--- config.mk ---
export PLATFORM = sky130hd
export DESIGN_NAME = json_structure_scanner_crc_unit
export DESIGN_NICKNAME = d
export VERILOG_FILES = /design/src/hw/rtl/jsc_pkg.sv /design/src/hw/rtl/jsc_stack.sv /design/src/hw/rtl/json_structure_scanner_crc_unit.sv
export SDC_FILE = /design/constraint.sdc
export NUM_CORES = 2
export LEC_CHECK = 0
export BUFFER_PORTS_ARGS = -buffer_cell sky130_fd_sc_hd__clkbuf_2
export CAP_MARGIN = 0
export CORE_UTILIZATION = 42
export CTS_BUF_LIST = sky130_fd_sc_hd__clkbuf_16
export CTS_CLUSTER_DIAMETER = 30
export DETAILED_ROUTE_END_ITERATION = 16
export GPL_TIMING_DRIVEN = 0
export MAX_ROUTING_LAYER = met4
export PLACE_DENSITY = 0.58
export REMOVE_ABC_BUFFERS = 1
export SYNTH_ARGS = -nofsm -noshare
export SYNTH_HDL_FRONTEND = slang
export SYNTH_SLANG_ARGS = --single-unit
--- constraint.sdc ---
create_clock -name clk -period 5.04 [get_ports clk]
set_clock_uncertainty 0.2 [all_clocks]
set_input_delay 0.252 -clock clk [delete_from_list [all_inputs] [get_ports clk]]
set_output_delay 0.252 -clock clk [all_outputs]
set_load 0.05 [all_outputs]
--- src/hw/rtl/jsc_pkg.sv ---
package jsc_pkg;

  localparam logic [1:0] CMD_FEED   = 2'd0;
  localparam logic [1:0] CMD_FINISH = 2'd1;
  localparam logic [1:0] CMD_REINIT = 2'd2;

  localparam logic [2:0] ST_OK     = 3'd0;
  localparam logic [2:0] ST_SYNTAX = 3'd1;
  localparam logic [2:0] ST_DEPTH  = 3'd2;
  localparam logic [2:0] ST_STATE  = 3'd3;
  localparam logic [2:0] ST_TRUNC  = 3'd4;
  localparam logic [2:0] ST_SKIP   = 3'd5;

  localparam int CNT_BYTES    = 0;
  localparam int CNT_OBJECTS  = 1;
  localparam int CNT_ARRAYS   = 2;
  localparam int CNT_STRINGS  = 3;
  localparam int CNT_NUMBERS  = 4;
  localparam int CNT_LITERALS = 5;
  localparam int CNT_COLONS   = 6;
  localparam int CNT_COMMAS   = 7;
  localparam int CNT_KEY0     = 8;
  localparam int NUM_CNT      = 14;
  localparam int NUM_KEYS     = 6;

  localparam logic [3:0] IDX_DEPTH = 4'd8;
  localparam logic [3:0] IDX_CRC   = 4'd15;

  localparam logic [1:0] BARE_NONE = 2'd0;
  localparam logic [1:0] BARE_NUM  = 2'd1;
  localparam logic [1:0] BARE_LIT  = 2'd2;

  localparam logic [3:0] KEY_SAT = 4'd12;
  localparam logic [31:0] CRC_POLY = 32'h82F63B78;
  localparam logic [31:0] CRC_INIT = 32'hFFFFFFFF;

  localparam logic [95:0] KEY_TXT [NUM_KEYS] = '{
    96'("id"), 96'("title"), 96'({"create", "_time"}), 96'({"update", "_time"}),
    96'("mapping"), 96'("message")
  };
  localparam logic [3:0] KEY_LEN [NUM_KEYS] = '{4'd2, 4'd5, 4'd11, 4'd11, 4'd7, 4'd7};

  typedef struct packed {
    logic push;
    logic pop;
    logic kind;
  } stack_op_t;

  function automatic logic [31:0] crc_byte(input logic [31:0] crc, input logic [7:0] c);
    logic [31:0] r;
    r = crc ^ {24'd0, c};
    for (int b = 0; b < 8; b++) begin
      r = (r >> 1) ^ (CRC_POLY & {32{r[0]}});
    end
    return r;
  endfunction

  function automatic logic [7:0] key_char_at(input int k, input logic [3:0] i);
    logic [95:0] txt;
    logic [3:0] sh;
    txt = KEY_TXT[k];
    sh = KEY_LEN[k] - 4'd1 - i;
    return txt[{sh, 3'b000} +: 8];
  endfunction

  function automatic logic is_digit(input logic [7:0] c);
    return c >= 8'h30 && c <= 8'h39;
  endfunction

  function automatic logic is_hex(input logic [7:0] c);
    return is_digit(c) || (c >= 8'h61 && c <= 8'h66) || (c >= 8'h41 && c <= 8'h46);
  endfunction

  function automatic logic is_ws(input logic [7:0] c);
    return c == 8'h20 || c == 8'h0A || c == 8'h0D || c == 8'h09;
  endfunction

endpackage

--- src/hw/rtl/jsc_stack.sv ---
module jsc_stack import jsc_pkg::*; #(
  parameter int DEPTH_LIMIT = 64,
  parameter int DW = $clog2(DEPTH_LIMIT + 1)
) (
  input  logic          clk,
  input  stack_op_t     op,
  input  logic [DW-1:0] depth,
  input  logic [DW-1:0] depth_next,
  output logic          top,
  output logic          below
);

  localparam int AW = (DEPTH_LIMIT > 1) ? $clog2(DEPTH_LIMIT) : 1;

  logic mem [DEPTH_LIMIT];
  logic top_r;
  logic rdata;
  logic          we;
  logic [AW-1:0] waddr;
  logic [AW-1:0] raddr;
  logic [DW-1:0] wsum;
  logic [DW-1:0] rsum;

  // top of stack in a register, entries below it in memory
  assign we    = op.push && (depth != '0);
  assign wsum  = depth - DW'(1);
  assign rsum  = depth_next - DW'(2);
  assign waddr = wsum[AW-1:0];
  assign raddr = rsum[AW-1:0];

  always_ff @(posedge clk) begin
    if (we) begin
      mem[waddr] <= top_r;
    end
    if (we && waddr == raddr) begin
      rdata <= top_r;
    end else begin
      rdata <= mem[raddr];
    end
    if (op.push) begin
      top_r <= op.kind;
    end else if (op.pop) begin
      top_r <= rdata;
    end
  end

  assign top   = top_r;
  assign below = rdata;

endmodule

--- src/hw/rtl/json_structure_scanner_crc_unit.sv ---
// result words are registered; a good finish answers with statistics words, not a plain result
// throughput: one byte per cycle while the output is not stalled; a good finish holds off input
// until all sixteen statistics words have been sent
// nesting stack is a one-bit memory with a registered read and a forwarded write
// rst (synchronous) and the reinitialise command clear all scan state and counters
module json_structure_scanner_crc_unit import jsc_pkg::*; #(
  parameter int DEPTH_LIMIT = 64
) (
  input  logic        clk,
  input  logic        rst,
  input  logic        s_tvalid,
  output logic        s_tready,
  input  logic [15:0] s_tdata,   // data_byte[7:0], chunk_start[8], zero pad
  input  logic [1:0]  s_tuser,   // cmd[1:0]
  output logic        m_tvalid,
  input  logic        m_tready,
  output logic [39:0] m_tdata,   // status[2:0], stat_index[6:3], stat_value[38:7], zero pad
  output logic        m_tuser,   // has_stat
  output logic        m_tlast
);

  localparam int DW = $clog2(DEPTH_LIMIT + 1);

  logic [DW-1:0] depth, depth_next, deepest, deepest_next;
  logic [31:0]   crc, crc_next;
  logic [31:0]   cnt [NUM_CNT];
  logic [NUM_CNT-1:0] inc;
  logic instr, instr_next, esc, esc_next, expkey, expkey_next;
  logic rootseen, rootseen_next, rootclosed, rootclosed_next, skip, skip_next;
  logic [2:0] hex_left, hex_left_next;
  logic [1:0] bare, bare_next;
  logic [5:0] kmatch, kmatch_next;
  logic [3:0] klen, klen_next;
  stack_op_t  op;
  logic top, below;

  logic s_acc, out_free, clear, fin_good;
  logic [1:0] cmd;
  logic [7:0] c;
  logic start;
  logic [2:0] res_st;

  logic out_valid, out_has, out_last;
  logic [2:0] out_st;
  logic [3:0] out_idx;
  logic [31:0] out_val;
  logic emit, emit_next;
  logic [3:0] emit_idx;
  logic [31:0] emit_val;

  assign cmd   = s_tuser;
  assign c     = s_tdata[7:0];
  assign start = s_tdata[8];
  assign out_free = !out_valid || m_tready;
  assign s_tready = !emit && out_free;
  assign s_acc = s_tvalid && s_tready;
  assign clear = rst || (s_acc && cmd == CMD_REINIT);
  assign fin_good = !(instr || esc || hex_left != '0 || depth != '0 || !rootseen || !rootclosed);

  jsc_stack #(.DEPTH_LIMIT(DEPTH_LIMIT), .DW(DW)) u_stack (
    .clk(clk), .op(op), .depth(depth), .depth_next(depth_next), .top(top), .below(below)
  );

  always_comb begin
    logic done, cont, found;
    depth_next = depth; deepest_next = deepest; crc_next = crc; inc = '0;
    instr_next = instr; esc_next = esc; expkey_next = expkey; rootseen_next = rootseen;
    rootclosed_next = rootclosed; skip_next = skip; hex_left_next = hex_left;
    bare_next = bare; kmatch_next = kmatch; klen_next = klen;
    op = '0; res_st = ST_OK; done = 1'b0; cont = 1'b0; found = 1'b0;
    if (s_acc && cmd == CMD_FEED) begin
      if (start) begin
        skip_next = 1'b0;
      end
      if (start && rootclosed) begin
        res_st = ST_STATE;
        skip_next = 1'b1;
      end else if (!start && skip) begin
        res_st = ST_SKIP;
      end else begin
        inc[CNT_BYTES] = 1'b1;
        crc_next = crc_byte(crc, c);
        if (instr) begin
          if (hex_left != '0) begin
            if (!is_hex(c)) res_st = ST_SYNTAX;
            else hex_left_next = hex_left - 3'd1;
          end else if (esc) begin
            esc_next = 1'b0;
            if (c == 8'h75) hex_left_next = 3'd4;
            else if (!(c == 8'h22 || c == 8'h5C || c == 8'h2F || c == 8'h62 ||
                       c == 8'h66 || c == 8'h6E || c == 8'h72 || c == 8'h74))
              res_st = ST_SYNTAX;
          end else if (c == 8'h5C) begin
            esc_next = 1'b1;
          end else if (c == 8'h22) begin
            instr_next = 1'b0;
            inc[CNT_STRINGS] = 1'b1;
            if (expkey) begin
              for (int k = 0; k < NUM_KEYS; k++) begin
                if (!found && kmatch[k] && klen == KEY_LEN[k]) begin
                  inc[CNT_KEY0 + k] = 1'b1;
                  found = 1'b1;
                end
              end
            end
          end else if (c < 8'h20) begin
            res_st = ST_SYNTAX;
          end else begin
            for (int k = 0; k < NUM_KEYS; k++) begin
              if (kmatch[k] && (klen >= KEY_LEN[k] || key_char_at(k, klen) != c))
                kmatch_next[k] = 1'b0;
            end
            if (klen < KEY_SAT) klen_next = klen + 4'd1;
          end
        end else begin
          if (bare != BARE_NONE) begin
            if (bare == BARE_NUM)
              cont = is_digit(c) || c == 8'h2E || c == 8'h65 || c == 8'h45 ||
                     c == 8'h2B || c == 8'h2D;
            else
              cont = c >= 8'h61 && c <= 8'h7A;
            if (cont) begin
              done = 1'b1;
            end else begin
              if (bare == BARE_NUM) inc[CNT_NUMBERS] = 1'b1;
              else inc[CNT_LITERALS] = 1'b1;
              bare_next = BARE_NONE;
            end
          end
          if (!done) begin
            if (is_ws(c)) begin
              res_st = ST_OK;
            end else if (rootclosed) begin
              res_st = ST_SYNTAX;
            end else if (c == 8'h7B || c == 8'h5B) begin
              rootseen_next = 1'b1;
              if (c == 8'h7B) inc[CNT_OBJECTS] = 1'b1;
              else inc[CNT_ARRAYS] = 1'b1;
              if (depth >= DW'(DEPTH_LIMIT)) begin
                res_st = ST_DEPTH;
              end else begin
                op.push = 1'b1;
                op.kind = (c == 8'h7B);
                depth_next = depth + DW'(1);
                if (depth_next > deepest) deepest_next = depth_next;
                expkey_next = (c == 8'h7B);
              end
            end else if (c == 8'h7D || c == 8'h5D) begin
              if (depth == '0 || top != (c == 8'h7D)) begin
                res_st = ST_SYNTAX;
              end else begin
                op.pop = 1'b1;
                depth_next = depth - DW'(1);
                expkey_next = (depth_next != '0) && below;
                if (depth_next == '0) rootclosed_next = 1'b1;
              end
            end else if (c == 8'h22) begin
              instr_next = 1'b1;
              kmatch_next = 6'h3F;
              klen_next = 4'd0;
            end else if (c == 8'h3A) begin
              inc[CNT_COLONS] = 1'b1;
              expkey_next = 1'b0;
            end else if (c == 8'h2C) begin
              inc[CNT_COMMAS] = 1'b1;
              expkey_next = (depth != '0) && top;
            end else if (c == 8'h2D || is_digit(c)) begin
              bare_next = BARE_NUM;
            end else if (c == 8'h74 || c == 8'h66 || c == 8'h6E) begin
              bare_next = BARE_LIT;
            end else begin
              res_st = ST_SYNTAX;
            end
          end
        end
        skip_next = (res_st != ST_OK);
      end
    end else if (s_acc && cmd == CMD_FINISH) begin
      if (!fin_good) begin
        res_st = ST_TRUNC;
      end else begin
        if (bare == BARE_NUM) inc[CNT_NUMBERS] = 1'b1;
        else if (bare == BARE_LIT) inc[CNT_LITERALS] = 1'b1;
        bare_next = BARE_NONE;
      end
    end
  end

  always_ff @(posedge clk) begin
    if (clear) begin
      depth <= '0; deepest <= '0; crc <= CRC_INIT;
      instr <= 1'b0; esc <= 1'b0; expkey <= 1'b0; rootseen <= 1'b0;
      rootclosed <= 1'b0; skip <= 1'b0; hex_left <= '0; bare <= BARE_NONE;
      kmatch <= 6'h3F; klen <= '0;
      for (int i = 0; i < NUM_CNT; i++) cnt[i] <= '0;
    end else begin
      depth <= depth_next; deepest <= deepest_next; crc <= crc_next;
      instr <= instr_next; esc <= esc_next; expkey <= expkey_next;
      rootseen <= rootseen_next; rootclosed <= rootclosed_next; skip <= skip_next;
      hex_left <= hex_left_next; bare <= bare_next; kmatch <= kmatch_next;
      klen <= klen_next;
      for (int i = 0; i < NUM_CNT; i++) cnt[i] <= cnt[i] + {31'd0, inc[i]};
    end
  end

  // statistics word select
  always_comb begin
    if (emit_idx == IDX_CRC) emit_val = ~crc;
    else if (emit_idx == IDX_DEPTH) emit_val = 32'(deepest);
    else if (emit_idx < IDX_DEPTH) emit_val = cnt[emit_idx];
    else emit_val = cnt[emit_idx - 4'd1];
  end

  assign emit_next = emit && !(out_free && emit_idx == IDX_CRC);

  always_ff @(posedge clk) begin
    if (rst) begin
      out_valid <= 1'b0;
      emit <= 1'b0;
      emit_idx <= '0;
    end else if (out_free) begin
      if (emit) begin
        out_valid <= 1'b1;
        out_st <= ST_OK; out_has <= 1'b1; out_idx <= emit_idx; out_val <= emit_val;
        out_last <= (emit_idx == IDX_CRC);
        emit_idx <= emit_idx + 4'd1;
        emit <= emit_next;
      end else if (s_acc) begin
        out_st <= res_st; out_has <= 1'b0; out_idx <= '0; out_val <= '0; out_last <= 1'b1;
        if (cmd == CMD_FINISH && fin_good) begin
          out_valid <= 1'b0;
          emit <= 1'b1;
          emit_idx <= '0;
        end else begin
          out_valid <= 1'b1;
        end
      end else begin
        out_valid <= 1'b0;
      end
    end
  end

  assign m_tvalid = out_valid;
  assign m_tdata  = {1'b0, out_val, out_idx, out_st};
  assign m_tuser  = out_has;
  assign m_tlast  = out_last;

endmodule

==> run_results.csv <==
group,metric,value,unit
setup_path,max_stage_delay,520,ps
synthesis,synthArstFlopShare,0,%
clock_network,clock_path_buffers,3,
pwr,powerDensity,358,nW/um2
synthesis,ys.flop_type,"dfxtp_1",
placed_design,placed_area,38100,um2
synthesis,syn_inst,3826,
final_layout,postLayoutCellArea,43400,um2
setup_path,crit_type,"reg -> reg",
grt,track_usage,24.6,%
hold_path,min_path_type,"in -> reg",
timing,fin_crit_sh,94.9,%
synthesis,synth_area,36400,um2
final_layout,nFillCells,7748,
setup_path,path_max_fanout,7,
synthesis,netlist-cell-type-count,94,
synthesis,synth_edf_count,106,
routing,drc,0,
final_layout,multi_input_area,21800,um2
clock_network,cts.htree.levels,4,
floorplanning,initial_core_util,42.6,%
pwr,p_leak,14.9,nW
setup_path,end_kind,"register",
setup_path,cp_slowest_cell,"or3_1",
final_layout,area_growth,19.2,%
synthesis,synth.ff_latch_count,637,
floorplanning,io_pins,66,
clock_network,cts_made_buffers,146,
floorplanning,core,85500,um2
timing,whs,180,ps
timing,hold_viol_final,0,
timing,final.min_clock_period,4780,ps
final_layout,fin_nets,3952,
setup_path,required,5490,ps
clock_network,cts_tree,"yes",
grt,grt_pass1_vias,27400,
synthesis,yosysWarnings,0,
placed_design,hpwl,73400,um
timing,slew_headroom,24.9,%
grt,globalRouteOverflowTotal,0,
synthesis,yosysSeqAreaShare,37.9,%
floorplanning,rows,107,
pwr,vdd_drop_max,0.348,mV
final_layout,seqCellArea,13800,um2
routing,vias,29000,
placed_design,io_buffers,57,
timing,maxSlewViolCount,0,
routing,routedWlPerCell,20.4,um
clock_network,insertion_delay,730,ps
routing,ant_nets,0,
setup_path,cpLargestDelayFamily,"simple AND/OR/NAND/NOR gates",
placed_design,gp_congestion,0.855,
setup_path,worstPathCellList,"nor2b_2 -> nor4_4 -> buf_4 -> nand3_1 -> a211oi_4 -> inv_2 -> nor2_1 -> ha_1 -> ha_1 -> nand3_1 -> or3_1 -> nor4_4 -> or3b_1 -> or3_1 -> a21oi_1",
status,status,"finished clean",
setup_path,startpoint_type,"register",
clock_network,cts_root_buf,"clkbuf_16",
grt,grt_max_degree,78,
grt,antenna_found_initial,1,
floorplanning,die_width,297,um
routing,wl,104000,um
routing,drt-pass1-iter-count,6,
placed_design,place_inst,4845,
grt,grt_pass1_wl,163000,um
timing,finalSetupViolations,0,
routing,via_per_inst,5.65,
final_layout,diodes,0,
floorplanning,die_height,297,um
pwr,p_total,15.5,mW
synthesis,syn_avg_cell_area,9.52,um2
routing,first_iter_violations,2220,
timing,worstMarginPinSlew,1130,ps
final_layout,drive_gt1_share,15.7,%
setup_path,critPathArrivalTime,5230,ps
final_layout,finalNonFillerCells,5130,
floorplanning,die-area,87900,um2
clock_network,cts.sinks,637,
timing,fmax,0.209,GHz
clock_network,clk_pin_slew_worst_paths,50,ps
run,max_cap_viol_count,0,
setup_path,path_buf_inv,2,
-- metrics by stage --
stage	util, %	setup slack (ps)	setup TNS, ps
2_1_floorplan	-	-3540	-470150
3_3_place_gp	43.6	-7570	-2464230
3_5_place_dp	44.6	-1030	-85510
4_1_cts	50.6	81.0	0
5_1_grt	50.8	-2.19	-2.19
6_report	50.8	257	0
-- cell type report --
type	count	area share [%]
Clock buffer	149	8.59
Inverter	60	0.524
Clock inverter	114	2.79
Tap cell	1144	3.30
Timing Repair Buffer	113	2.79
Multi-Input combinational cell	2913	50.2
Sequential cell	637	31.9
-- tightest hold or removal path, cell delays in order --
cell      delay [ps]
clkbuf_2         420
nor3b_1          220
nand3_1           90
a21oi_1           60
-- final timing paths --
path,startpoint,end,slack [ps],depth (start not counted)
worst max-delay path,m_tvalid$_SDFFE_PP0N_,cnt[1][28]$_SDFF_PP0_,260,15
worst min-delay path,s_tdata[6],bare[0]$_SDFFE_PP0P_,180,4
worst max register to register,m_tvalid$_SDFFE_PP0N_,cnt[1][28]$_SDFF_PP0_,260,15
worst min register to register,kmatch[0]$_SDFFE_PP1P_,kmatch[0]$_SDFFE_PP1P_,260,2
-- repair_timing --
| item | CTS | global route |
|---|---|---|
| setup endpoints to repair | 202 | 51 |
| pin swaps | 3 | 4 |
| cloned | 1 | 1 |
| endpoints found under the hold margin | 46 | 0 |
| buffers inserted | 7 | 4 |
| gates resized for setup | 14 | 19 |
| hold buffers | 9 | 0 |
-- cell usage in the layout, fill, tap and decap left out, types with 45 or more instances in the layout --
cell type and n:
mux4_2 180, clkbuf_2 57, a21oi_1 119, xnor2_1 181, ha_1 57, and2_1 55
nand3_1 206, nor3_1 47, dfxtp_1 523, nand2_1 248, inv_1 78, mux2i_1 131
nand4_1 82, clkbuf_16 149, xor2_1 293, o211ai_1 45, nor2_1 617, or3_1 69
edfxtp_1 106, and3_1 84, o21ai_0 79, a211oi_1 60
-- cells by family (layout without fill, tap and decap cells) --
group	count (synthesis)	after routing	share of synthesized area, %
other	1	1	0.0103
and+or+nand+nor	1572	1574	20.8
xor gates and xnor gates	492	492	12.3
AOI/OAI and AO/OA	444	444	8.14
adders and majority gates	59	59	2.03
DFF	637	637	37.9
buffers and inverters	278	436	3.08
muxes	343	343	15.7
-- state kept, by name, indices dropped and copies added, names as in the netlist, 4 cells and up, named ones only --
name / count
cnt: 448
emit_idx: 4
kmatch: 6
u_stack.mem: 64
klen: 4
out_val: 32
crc: 32
deepest: 7
depth: 7
out_idx: 4
-- synth_stat cells, drive strengths merged (6+ instances only) --
library cell	number	share of area [%]
mux2	32	0.99
xnor2	197	5.1
dfxtp	531	29
nand3b	9	0.19
a221oi	7	0.17
clkbuf	139	1.4
nor3b	11	0.24
o211ai	45	0.93
edfxtp	106	8.7
inv	59	0.61
nor2	622	6.4
xor2	295	7.2
buf	79	1.0
and4	32	0.77
nand3	208	2.9
ha	59	2.0
a2111oi	6	0.18
o21ai	82	1.1
nand4	83	1.5
a21oi	119	1.6
a211oi	61	1.3
mux2i	131	3.6
nand2b	13	0.22
nor2b	20	0.35
nor4	11	0.26
a31oi	13	0.22
or2	9	0.15
mux4	180	11
nand2	248	2.6
o21a	32	0.66
or3	69	1.2
and2	57	0.98
and3	84	1.4
nor3	64	0.91
or4	8	0.18
a222oi	24	0.66
-- metal layers --
layer  GRT usage [%]  wire length [um]  up-vias
met2            38.9             50100      715
met1            31.6             46400    14100
li1                -                 -    13900
met5               -                 0        -
met4            9.43              3430        0
met3            3.78              4510      186
-- report_power, final --
part / switching [mW] / internal (mW) / total, mW
Combinational: 0.503 / 0.313 / 0.815
Clock: 3.04 / 6.45 / 9.49
Sequential: 0.0269 / 5.20 / 5.23
Total: 3.57 / 12.0 / 15.5
No activity file was read; power rests on OpenSTA's default activity.
